**src/sv/fts_pkg.sv**
```systemverilog
// Shared constants, types and helpers of the framed two-bit symbol sender.
package fts_pkg;

  // Bytes collected per frame; range 1 to 16.
  localparam int unsigned CHUNK_BYTES = 16;
  localparam int unsigned FILL_W      = $clog2(CHUNK_BYTES + 1);
  localparam int unsigned IDX_W       = (CHUNK_BYTES > 1) ? $clog2(CHUNK_BYTES) : 1;

  localparam int unsigned SYM_W  = 3;
  localparam int unsigned KIND_W = 3;
  localparam int unsigned CNT_W  = 3;
  localparam int unsigned SUM_W  = 8;

  typedef enum logic [1:0] {
    CMD_DATA = 2'd0,
    CMD_RESP = 2'd1,
    CMD_END  = 2'd2
  } cmd_e;

  typedef enum logic [KIND_W-1:0] {
    KIND_LAST   = 3'd0,
    KIND_START  = 3'd1,
    KIND_DATA   = 3'd2,
    KIND_CSMARK = 3'd3,
    KIND_CS     = 3'd4,
    KIND_END    = 3'd5
  } kind_e;

  localparam logic [SYM_W-1:0] SYM_MARK_LAST  = 3'd1;
  localparam logic [SYM_W-1:0] SYM_MARK_START = 3'd1;
  localparam logic [SYM_W-1:0] SYM_MARK_CS    = 3'd2;
  localparam logic [SYM_W-1:0] SYM_MARK_END   = 3'd3;
  localparam logic [CNT_W-1:0] CNT_MARK       = 3'd1;
  localparam logic [CNT_W-1:0] CNT_GROUPS     = 3'd4;

  // Commands from the controller to the datapath.
  typedef struct packed {
    logic  store;     // write the byte, bump fill count and checksum
    logic  clear;     // empty the chunk
    logic  idx_inc;   // step to the next stored byte
    logic  idx_clr;   // rewind the byte index
    logic  emit;      // load the result register
    kind_e kind;
    logic  run_end;
  } dp_cmd_t;

  // Status from the datapath to the controller.
  typedef struct packed {
    logic fill_full;   // no room for another byte
    logic fill_zero;   // chunk empty
    logic store_fills; // the byte being stored completes the chunk
    logic idx_last;    // index points at the last stored byte
    logic out_free;    // result register can take a new result
  } dp_sts_t;

  function automatic logic [3:0] popcount8(input logic [7:0] v);
    logic [3:0] c;
    c = '0;
    for (int i = 0; i < 8; i++) begin
      c = c + {3'd0, v[i]};
    end
    return c;
  endfunction

  // Split a byte into four 2-bit groups, MSB first, each with the clock bit set.
  function automatic logic [4*SYM_W-1:0] groups8(input logic [7:0] v);
    return {1'b1, v[7:6], 1'b1, v[5:4], 1'b1, v[3:2], 1'b1, v[1:0]};
  endfunction

endpackage

```
**src/sv/fts_ctrl.sv**
```systemverilog
// Controller: request decode, response bookkeeping and frame sequencing.
module fts_ctrl (
  input  logic            clk_i,
  input  logic            rst_ni,
  input  logic            in_valid_i,
  output logic            in_stall_o,
  input  logic [1:0]      command_i,
  input  logic            last_byte_i,
  input  logic            partner_error_i,
  input  fts_pkg::dp_sts_t sts_i,
  output fts_pkg::dp_cmd_t cmd_o
);
  import fts_pkg::*;

  typedef enum logic [8:0] {
    S_IDLE   = 9'b000000001,
    S_LAST   = 9'b000000010,
    S_START  = 9'b000000100,
    S_DATA   = 9'b000001000,
    S_CSMARK = 9'b000010000,
    S_CS     = 9'b000100000,
    S_END    = 9'b001000000,
    S_FIN1   = 9'b010000000,
    S_FIN2   = 9'b100000000
  } state_e;

  state_e state_q, state_d;
  logic   await_q, await_d;
  logic   final_q, final_d;
  logic   accept;

  assign in_stall_o = (state_q != S_IDLE);
  assign accept     = in_valid_i && (state_q == S_IDLE);

  always_comb begin
    state_d = state_q;
    await_d = await_q;
    final_d = final_q;
    cmd_o   = '{store: 1'b0, clear: 1'b0, idx_inc: 1'b0, idx_clr: 1'b0,
                emit: 1'b0, kind: KIND_END, run_end: 1'b0};
    unique case (state_q)
      S_IDLE: begin
        if (accept) begin
          unique case (command_i)
            CMD_DATA: begin
              if (!await_q && !sts_i.fill_full) begin
                cmd_o.store = 1'b1;
                if (sts_i.store_fills || last_byte_i) begin
                  await_d = 1'b1;
                  if (last_byte_i) begin
                    final_d = 1'b1;
                    state_d = S_LAST;
                  end else begin
                    state_d = S_START;
                  end
                end
              end
            end
            CMD_RESP: begin
              if (await_q) begin
                if (partner_error_i) begin
                  state_d = S_START;
                end else begin
                  await_d     = 1'b0;
                  cmd_o.clear = 1'b1;
                  if (final_q) begin
                    final_d = 1'b0;
                    state_d = S_FIN1;
                  end
                end
              end
            end
            CMD_END: begin
              if (!await_q && sts_i.fill_zero) begin
                state_d = S_FIN1;
              end
            end
            default: begin
              // Drop unknown commands.
            end
          endcase
        end
      end
      S_LAST: begin
        cmd_o.kind = KIND_LAST;
        if (sts_i.out_free) begin
          cmd_o.emit = 1'b1;
          state_d    = S_START;
        end
      end
      S_START: begin
        cmd_o.kind = KIND_START;
        if (sts_i.out_free) begin
          cmd_o.emit = 1'b1;
          state_d    = S_DATA;
        end
      end
      S_DATA: begin
        cmd_o.kind = KIND_DATA;
        if (sts_i.out_free) begin
          cmd_o.emit = 1'b1;
          if (sts_i.idx_last) begin
            cmd_o.idx_clr = 1'b1;
            state_d       = S_CSMARK;
          end else begin
            cmd_o.idx_inc = 1'b1;
          end
        end
      end
      S_CSMARK: begin
        cmd_o.kind = KIND_CSMARK;
        if (sts_i.out_free) begin
          cmd_o.emit = 1'b1;
          state_d    = S_CS;
        end
      end
      S_CS: begin
        cmd_o.kind = KIND_CS;
        if (sts_i.out_free) begin
          cmd_o.emit = 1'b1;
          state_d    = S_END;
        end
      end
      S_END: begin
        cmd_o.kind    = KIND_END;
        cmd_o.run_end = 1'b1;
        if (sts_i.out_free) begin
          cmd_o.emit = 1'b1;
          state_d    = S_IDLE;
        end
      end
      S_FIN1: begin
        cmd_o.kind = KIND_END;
        if (sts_i.out_free) begin
          cmd_o.emit = 1'b1;
          state_d    = S_FIN2;
        end
      end
      S_FIN2: begin
        cmd_o.kind    = KIND_END;
        cmd_o.run_end = 1'b1;
        if (sts_i.out_free) begin
          cmd_o.emit = 1'b1;
          state_d    = S_IDLE;
        end
      end
      default: begin
        state_d = S_IDLE;
      end
    endcase
  end

  always_ff @(posedge clk_i or negedge rst_ni) begin
    if (!rst_ni) begin
      state_q <= S_IDLE;
      await_q <= 1'b0;
      final_q <= 1'b0;
    end else begin
      state_q <= state_d;
      await_q <= await_d;
      final_q <= final_d;
    end
  end

endmodule

```
**src/sv/fts_dp.sv**
```systemverilog
// Datapath: chunk memory, fill count, checksum and result register.
module fts_dp (
  input  logic             clk_i,
  input  logic             rst_ni,
  input  logic [7:0]       data_byte_i,
  input  fts_pkg::dp_cmd_t cmd_i,
  output fts_pkg::dp_sts_t sts_o,
  output logic             out_valid_o,
  input  logic             out_stall_i,
  output logic [2:0]       unit_kind_o,
  output logic [2:0]       symbol_count_o,
  output logic [2:0]       symbol_first_o,
  output logic [2:0]       symbol_second_o,
  output logic [2:0]       symbol_third_o,
  output logic [2:0]       symbol_fourth_o,
  output logic             run_end_o
);
  import fts_pkg::*;

  logic [7:0]        chunk_mem_q [CHUNK_BYTES];
  logic [7:0]        rd_q;
  logic [FILL_W-1:0] fill_q, fill_d;
  logic [SUM_W-1:0]  sum_q, sum_d;
  logic [IDX_W-1:0]  idx_q, idx_d;

  logic              out_valid_q;
  logic [KIND_W-1:0] kind_q;
  logic [CNT_W-1:0]  cnt_q, cnt_d;
  logic [4*SYM_W-1:0] sym_q, sym_d;
  logic              run_end_q;

  assign sts_o.fill_full   = (fill_q >= FILL_W'(CHUNK_BYTES));
  assign sts_o.fill_zero   = (fill_q == '0);
  assign sts_o.store_fills = ((fill_q + FILL_W'(1)) >= FILL_W'(CHUNK_BYTES));
  assign sts_o.idx_last    = (fill_q == (FILL_W'(idx_q) + FILL_W'(1)));
  assign sts_o.out_free    = !out_valid_q || !out_stall_i;

  always_comb begin
    fill_d = fill_q;
    sum_d  = sum_q;
    if (cmd_i.clear) begin
      fill_d = '0;
      sum_d  = '0;
    end else if (cmd_i.store) begin
      fill_d = fill_q + FILL_W'(1);
      sum_d  = sum_q + SUM_W'(popcount8(data_byte_i));
    end
  end

  // Read address follows the next index so rd_q tracks the current byte.
  always_comb begin
    idx_d = idx_q;
    if (cmd_i.idx_clr) begin
      idx_d = '0;
    end else if (cmd_i.idx_inc) begin
      idx_d = idx_q + IDX_W'(1);
    end
  end

  always_ff @(posedge clk_i) begin
    if (cmd_i.store) begin
      chunk_mem_q[fill_q[IDX_W-1:0]] <= data_byte_i;
    end
    rd_q <= chunk_mem_q[idx_d];
  end

  always_comb begin
    cnt_d = CNT_MARK;
    sym_d = '0;
    unique case (cmd_i.kind)
      KIND_LAST:   sym_d[4*SYM_W-1 -: SYM_W] = SYM_MARK_LAST;
      KIND_START:  sym_d[4*SYM_W-1 -: SYM_W] = SYM_MARK_START;
      KIND_CSMARK: sym_d[4*SYM_W-1 -: SYM_W] = SYM_MARK_CS;
      KIND_DATA: begin
        cnt_d = CNT_GROUPS;
        sym_d = groups8(rd_q);
      end
      KIND_CS: begin
        cnt_d = CNT_GROUPS;
        sym_d = groups8(sum_q);
      end
      default:     sym_d[4*SYM_W-1 -: SYM_W] = SYM_MARK_END;
    endcase
  end

  always_ff @(posedge clk_i or negedge rst_ni) begin
    if (!rst_ni) begin
      fill_q      <= '0;
      sum_q       <= '0;
      idx_q       <= '0;
      out_valid_q <= 1'b0;
    end else begin
      fill_q <= fill_d;
      sum_q  <= sum_d;
      idx_q  <= idx_d;
      if (cmd_i.emit) begin
        out_valid_q <= 1'b1;
      end else if (!out_stall_i) begin
        out_valid_q <= 1'b0;
      end
    end
  end

  always_ff @(posedge clk_i) begin
    if (cmd_i.emit) begin
      kind_q    <= cmd_i.kind;
      cnt_q     <= cnt_d;
      sym_q     <= sym_d;
      run_end_q <= cmd_i.run_end;
    end
  end

  assign out_valid_o     = out_valid_q;
  assign unit_kind_o     = kind_q;
  assign symbol_count_o  = cnt_q;
  assign symbol_first_o  = sym_q[4*SYM_W-1 -: SYM_W];
  assign symbol_second_o = sym_q[3*SYM_W-1 -: SYM_W];
  assign symbol_third_o  = sym_q[2*SYM_W-1 -: SYM_W];
  assign symbol_fourth_o = sym_q[SYM_W-1 -: SYM_W];
  assign run_end_o       = run_end_q;

endmodule

```
**src/sv/framed_two_bit_symbol_sender_core.sv**
```systemverilog
// Top level of the framed two-bit symbol sender: controller plus datapath.
//
// Requests carry a command: a data byte, a partner response or an end of an
// empty stream. Data bytes are stored in a 16-entry chunk memory, one per
// cycle, and give no result until the chunk fills or a byte is flagged last.
// Then the block sends a frame, one result per cycle while the output is not
// stalled: an optional last-block marker, the start marker, one four-symbol
// result per stored byte, the checksum marker, the checksum (sum of the
// bytes' popcounts) and the end marker, so a frame of n bytes holds n + 4 or
// n + 5 results, up to 21 for a full chunk. An error response replays the
// frame from memory without the last-block marker; an OK response empties
// the chunk and, after the final chunk, emits two end markers, as does an
// end command on an empty idle block. A request that causes no result keeps
// in_stall_o low. While a frame or end pair is being emitted, in_stall_o is
// high; the sequencer walking the chunk memory one byte per result sets the
// pace. run_end_o flags the last result caused by a request. Requests that
// do not fit the current state (data while a response is pending, a response
// with none pending, an end command with bytes held, unknown commands) are
// dropped silently. Symbols beyond symbol_count_o read as zero.
module framed_two_bit_symbol_sender_core (
  input  logic       clk_i,
  input  logic       rst_ni,
  input  logic       in_valid_i,
  output logic       in_stall_o,
  input  logic [1:0] command_i,
  input  logic [7:0] data_byte_i,
  input  logic       last_byte_i,
  input  logic       partner_error_i,
  output logic       out_valid_o,
  input  logic       out_stall_i,
  output logic [2:0] unit_kind_o,
  output logic [2:0] symbol_count_o,
  output logic [2:0] symbol_first_o,
  output logic [2:0] symbol_second_o,
  output logic [2:0] symbol_third_o,
  output logic [2:0] symbol_fourth_o,
  output logic       run_end_o
);
  import fts_pkg::*;

  dp_cmd_t dp_cmd;
  dp_sts_t dp_sts;

  // Decode requests and sequence the frame.
  fts_ctrl u_ctrl (
    .clk_i,
    .rst_ni,
    .in_valid_i,
    .in_stall_o,
    .command_i,
    .last_byte_i,
    .partner_error_i,
    .sts_i (dp_sts),
    .cmd_o (dp_cmd)
  );

  // Hold the chunk, checksum and result register.
  fts_dp u_dp (
    .clk_i,
    .rst_ni,
    .data_byte_i,
    .cmd_i (dp_cmd),
    .sts_o (dp_sts),
    .out_valid_o,
    .out_stall_i,
    .unit_kind_o,
    .symbol_count_o,
    .symbol_first_o,
    .symbol_second_o,
    .symbol_third_o,
    .symbol_fourth_o,
    .run_end_o
  );

endmodule

```
**config.mk**
```make
export PLATFORM = sky130hd
export DESIGN_NAME = framed_two_bit_symbol_sender_core
export DESIGN_NICKNAME = d
export VERILOG_FILES = /design/src/sv/fts_pkg.sv /design/src/sv/fts_ctrl.sv /design/src/sv/fts_dp.sv /design/src/sv/framed_two_bit_symbol_sender_core.sv
export SDC_FILE = /design/constraint.sdc
export NUM_CORES = 1
export LEC_CHECK = 0
export ABC_AREA = 1
export BUFFER_PORTS_ARGS = -buffer_cell sky130_fd_sc_hd__buf_2
export CELL_PAD_IN_SITES_DETAIL_PLACEMENT = 0
export CELL_PAD_IN_SITES_GLOBAL_PLACEMENT = 2
export CORE_MARGIN = 8
export CORE_UTILIZATION = 43
export DETAILED_ROUTE_END_ITERATION = 8
export GPL_TIMING_DRIVEN = 0
export PLACE_DENSITY_LB_ADDON = 0.3
export SYNTH_ARGS = -nofsm -noshare
export SYNTH_HDL_FRONTEND = slang
export SYNTH_SLANG_ARGS = --single-unit
```
**constraint.sdc**
```tcl
create_clock -name clk_i -period 5.47 [get_ports clk_i]
set_input_delay 1.094 -clock clk_i [delete_from_list [all_inputs] [get_ports clk_i]]
set_output_delay 1.094 -clock clk_i [all_outputs]
set_load 0.02 [all_outputs]
```
==> flow_summary_export.csv <==
group,metric,value,unit
routing,drt-vias-per-instance,5.15,
floorplan,rows,51,
timing,slew_viol_final,0,
power,netSwitchingFraction,0.367,
timing,rsz0062_at_grt,"no",
floorplan,die_width,157,um
setup_path,path_delay_family,"adder cells",
timing,period_minus_slack,4890,ps
synth,synth_nets,901,
timing,worstMarginPinSlew,1210,ps
synth,synth_seq_cells,179,
clock_tree,clock-sinks,179,
setup_path,cp_data_required_time,5810,ps
setup_path,crit_top_cell,"fa_1",
clock_tree,clockRootBuffer,"clkbuf_16",
setup_path,crit_chain,"buf_2 > ha_1 > inv_1 > fa_1 > fa_1 > fa_1 > fa_1 > xnor2_1 > ha_1 > nand2_1 > nor2_1 > a211oi_1 > nor2_1 > o21ai_1 > nor2_2 > nand2_1 > nor2_1 > nor3_1",
timing,setup_ws,576,ps
hold_path,hp-start,"u_ctrl.final_q",
status,status,"finished, final reports clean",
final_layout,layout_commonest_cell,"nand2_1",
clock_tree,cts.path.max_buffers,2,
synth,synth_cell_type_count,41,
clock_tree,clock_latency,430,ps
routing,drc,0,
setup_path,timing.rr.end,"u_dp.chunk_mem_q[10][3]",
synth,yosysWarnings,0,
timing,hold_viol_final,0,
timing,fin_crit_sh,0.895,
clock_tree,clkTransAtPathRegs,60,ps
setup_path,cp-endpoint,"u_dp.sum_q[7]",
routing,via_count,6159,
setup_path,crit_slowest_cell,"fa_1",
clock_tree,cts_tree,"yes",
synth,yosysSeqAreaShare,0.600,
global_route,grt_pass1_wl,33400,um
global_route,overflow,0,
floorplan,die_area,0.0247,sq mm
timing,tns,0,ps
setup_path,path_buf_inv,2,
run,cap_violations,0,
final_layout,num_antenna_cells,0,
setup_path,crit_type,"in2reg",
routing,drt-initial-drc-count,533,
setup_path,startpoint,"data_byte_i[1]",
final_layout,final_cell_mix,"nand2_1, nand3_1, edfxtp_1",
clock_tree,post_cts_buffers,0,
power,combPwrFrac,0.358,
setup_path,path_depth,18,
timing,final-setup-viol-count,0,
clock_tree,h-tree-depth,4,
setup_path,cp-end-kind,"flop",
power,clkPwrFrac,0.265,
place,dp_hpwl,15700,um
clock_tree,cts-hold-fix-buffers,0,
final_layout,final_nets,955,
global_route,grt_pass1_vias,6229,
setup_path,r2r_cells,9,
routing,wl,21100,um
synth,synth.cell_area,0.00858,sq mm
final_layout,drive_above_1_share,0.141,
setup_path,r2r_setup_slack,2520,ps
power,p_switching,1.68,mW
synth,synth_cells,865,
setup_path,r2r-start,"u_ctrl.state_q[7]",
final_layout,n_fill_cell,1841,
timing,slew_headroom,0.186,
global_route,globalRouteTotalUtil,0.180,
final_layout,syn_to_final_growth,12.8,%
setup_path,crit_path_max_incr_delay,460,ps
routing,ant_nets,0,
place,dpl_worst_slack,182,ps
timing,max_freq,204,MHz
power,ir_drop,234,uV
floorplan,io_pins,37,
routing,post_drt_wl_per_cell,17.6,um
timing,timing.hold.ws,502,ps
setup_path,cp-start-kind,"primary input",
global_route,antenna_found_initial,0,
setup_path,worst-path-max-fanout,17,
synth,syn_avg_cell_area,9.92,sq um
routing,dr.pass1.iters,5,
power,p_int,2.89,mW
floorplan,core-area,0.0195,sq mm
floorplan,start_util,0.439,
place,gp_congestion,0.975,
power,powerDensity,472,mW/mm^2
timing,fin_skew,10.6,ps
place,io_buffers,35,
hold_path,hold_class,"reg2reg",
power,p_leak,4.12,nW
power,sequentialPowerShare,0.377,
clock_tree,cts_buffers,17,
setup_path,cp_data_arrival_time,5240,ps
global_route,grt_max_degree,30,
floorplan,die_h,157,um
clock_tree,cts-resized-gates,0,
## final cells by class
cell class                 count  area, sq um  area share
sequential                   179         5150       0.532
clock inverter                 7         70.1     0.00724
inverter                     149          559      0.0578
buffer                        36          262      0.0270
clock buffer                  25          518      0.0535
multi-input combinational    501         2610       0.270
tap                          265          332      0.0343
timing repair buffer          35          175      0.0181
## layer usage
metal / up-vias / wire length (um) / track usage
met5: - / 0 / 0
met4: 0 / 294 / 0.0535
met3: 20 / 1100 / 0.0299
met2: 135 / 10100 / 0.293
met1: 3014 / 9680 / 0.244
li1: 2990 / - / -
## cells by family (layout without fill, tap and decap cells)
group | count (synthesis) | in the layout | synth area share
flops | 179 | 179 | 0.600
simple gates | 431 | 431 | 0.234
xor+xnor | 3 | 3 | 0.00306
compound gates | 46 | 46 | 0.0330
other cells | 1 | 1 | 0.000437
buf+inv | 185 | 252 | 0.0957
fa+ha+maj | 20 | 20 | 0.0335
## power by group through the flow
stage,Combinational [mW],Sequential (mW),Clock (mW)
after global routing,1.83,1.74,1.28
after floorplan,1.10,1.79,0
final,1.63,1.72,1.21
after global placement,1.61,1.75,0
after detailed placement,1.63,1.75,0
after CTS,1.64,1.72,1.23
## worst min-delay path, stage by stage (launching register included)
cell	delay, ps
dfrtp_1	350
nand2_1	50
o21ai_0	70
## cells in the mapped netlist
master	instances	area, sq um
nor2_8	1	20.0
nand2_1	172	646
dfxtp_1	8	160
xnor2_1	1	8.76
inv_2	8	30.0
a221oi_1	1	8.76
o22ai_1	5	31.3
nand3_1	158	791
o21ai_0	20	100
or2_2	1	6.26
edfxtp_1	142	4260
clkbuf_1	1	3.75
a21oi_1	8	40.0
nor3b_1	3	22.5
dfrtp_1	28	701
o22ai_4	1	20.0
ha_1	15	188
o22ai_2	1	12.5
a211oi_1	2	15.0
nand2_2	6	37.5
o21bai_1	1	7.51
o31ai_1	2	15.0
nand3b_1	17	128
xor2_1	2	17.5
o2111ai_1	1	8.76
nand3_2	2	20.0
dfstp_2	1	26.3
o21ai_1	3	15.0
nor2_2	9	56.3
nand4_1	9	56.3
buf_6	6	67.6
nor4_1	3	18.8
inv_1	141	529
nor2_1	39	146
conb_1	1	3.75
nor3_2	1	10.0
nor3_1	10	50.1
fa_1	5	100
buf_2	11	55.1
a31o_2	1	8.76
buf_4	18	135
## state kept, by name, summed over array words and instances (netlist names)
register             count
u_dp.unit_kind_o         3
u_dp.sym_q               9
u_ctrl.final_q           1
u_dp.rd_q                8
u_dp.run_end_o           1
u_dp.out_valid_o         1
u_dp.chunk_mem_q       128
u_ctrl.state_q           9
u_dp.symbol_count_o      1
u_dp.idx_q               4
u_ctrl.await_q           1
u_dp.sum_q               8
u_dp.fill_q              5
## through the flow
stage               cells  utilization  total power [mW]  cell area (sq um)
floorplan             865            -              2.89               8580
detailed placement   1165        0.465              3.38               9090
global route         1197        0.496              4.85               9680
CTS                  1197        0.496              4.59               9680
global placement     1165        0.465              3.35               9090
finish               1197        0.496              4.57               9680
## worst min path at each step
stage | to | slack [ps] | cells past startpoint
4_1_cts | u_ctrl.final_q | 500 | 2
2_1_floorplan | u_ctrl.final_q | 450 | 2
5_1_grt | u_ctrl.final_q | 520 | 2
3_3_place_gp | u_ctrl.final_q | 490 | 2
6_report | u_ctrl.final_q | 500 | 2
3_5_place_dp | u_ctrl.final_q | 490 | 2
No activity file was read; power rests on OpenSTA's default activity.
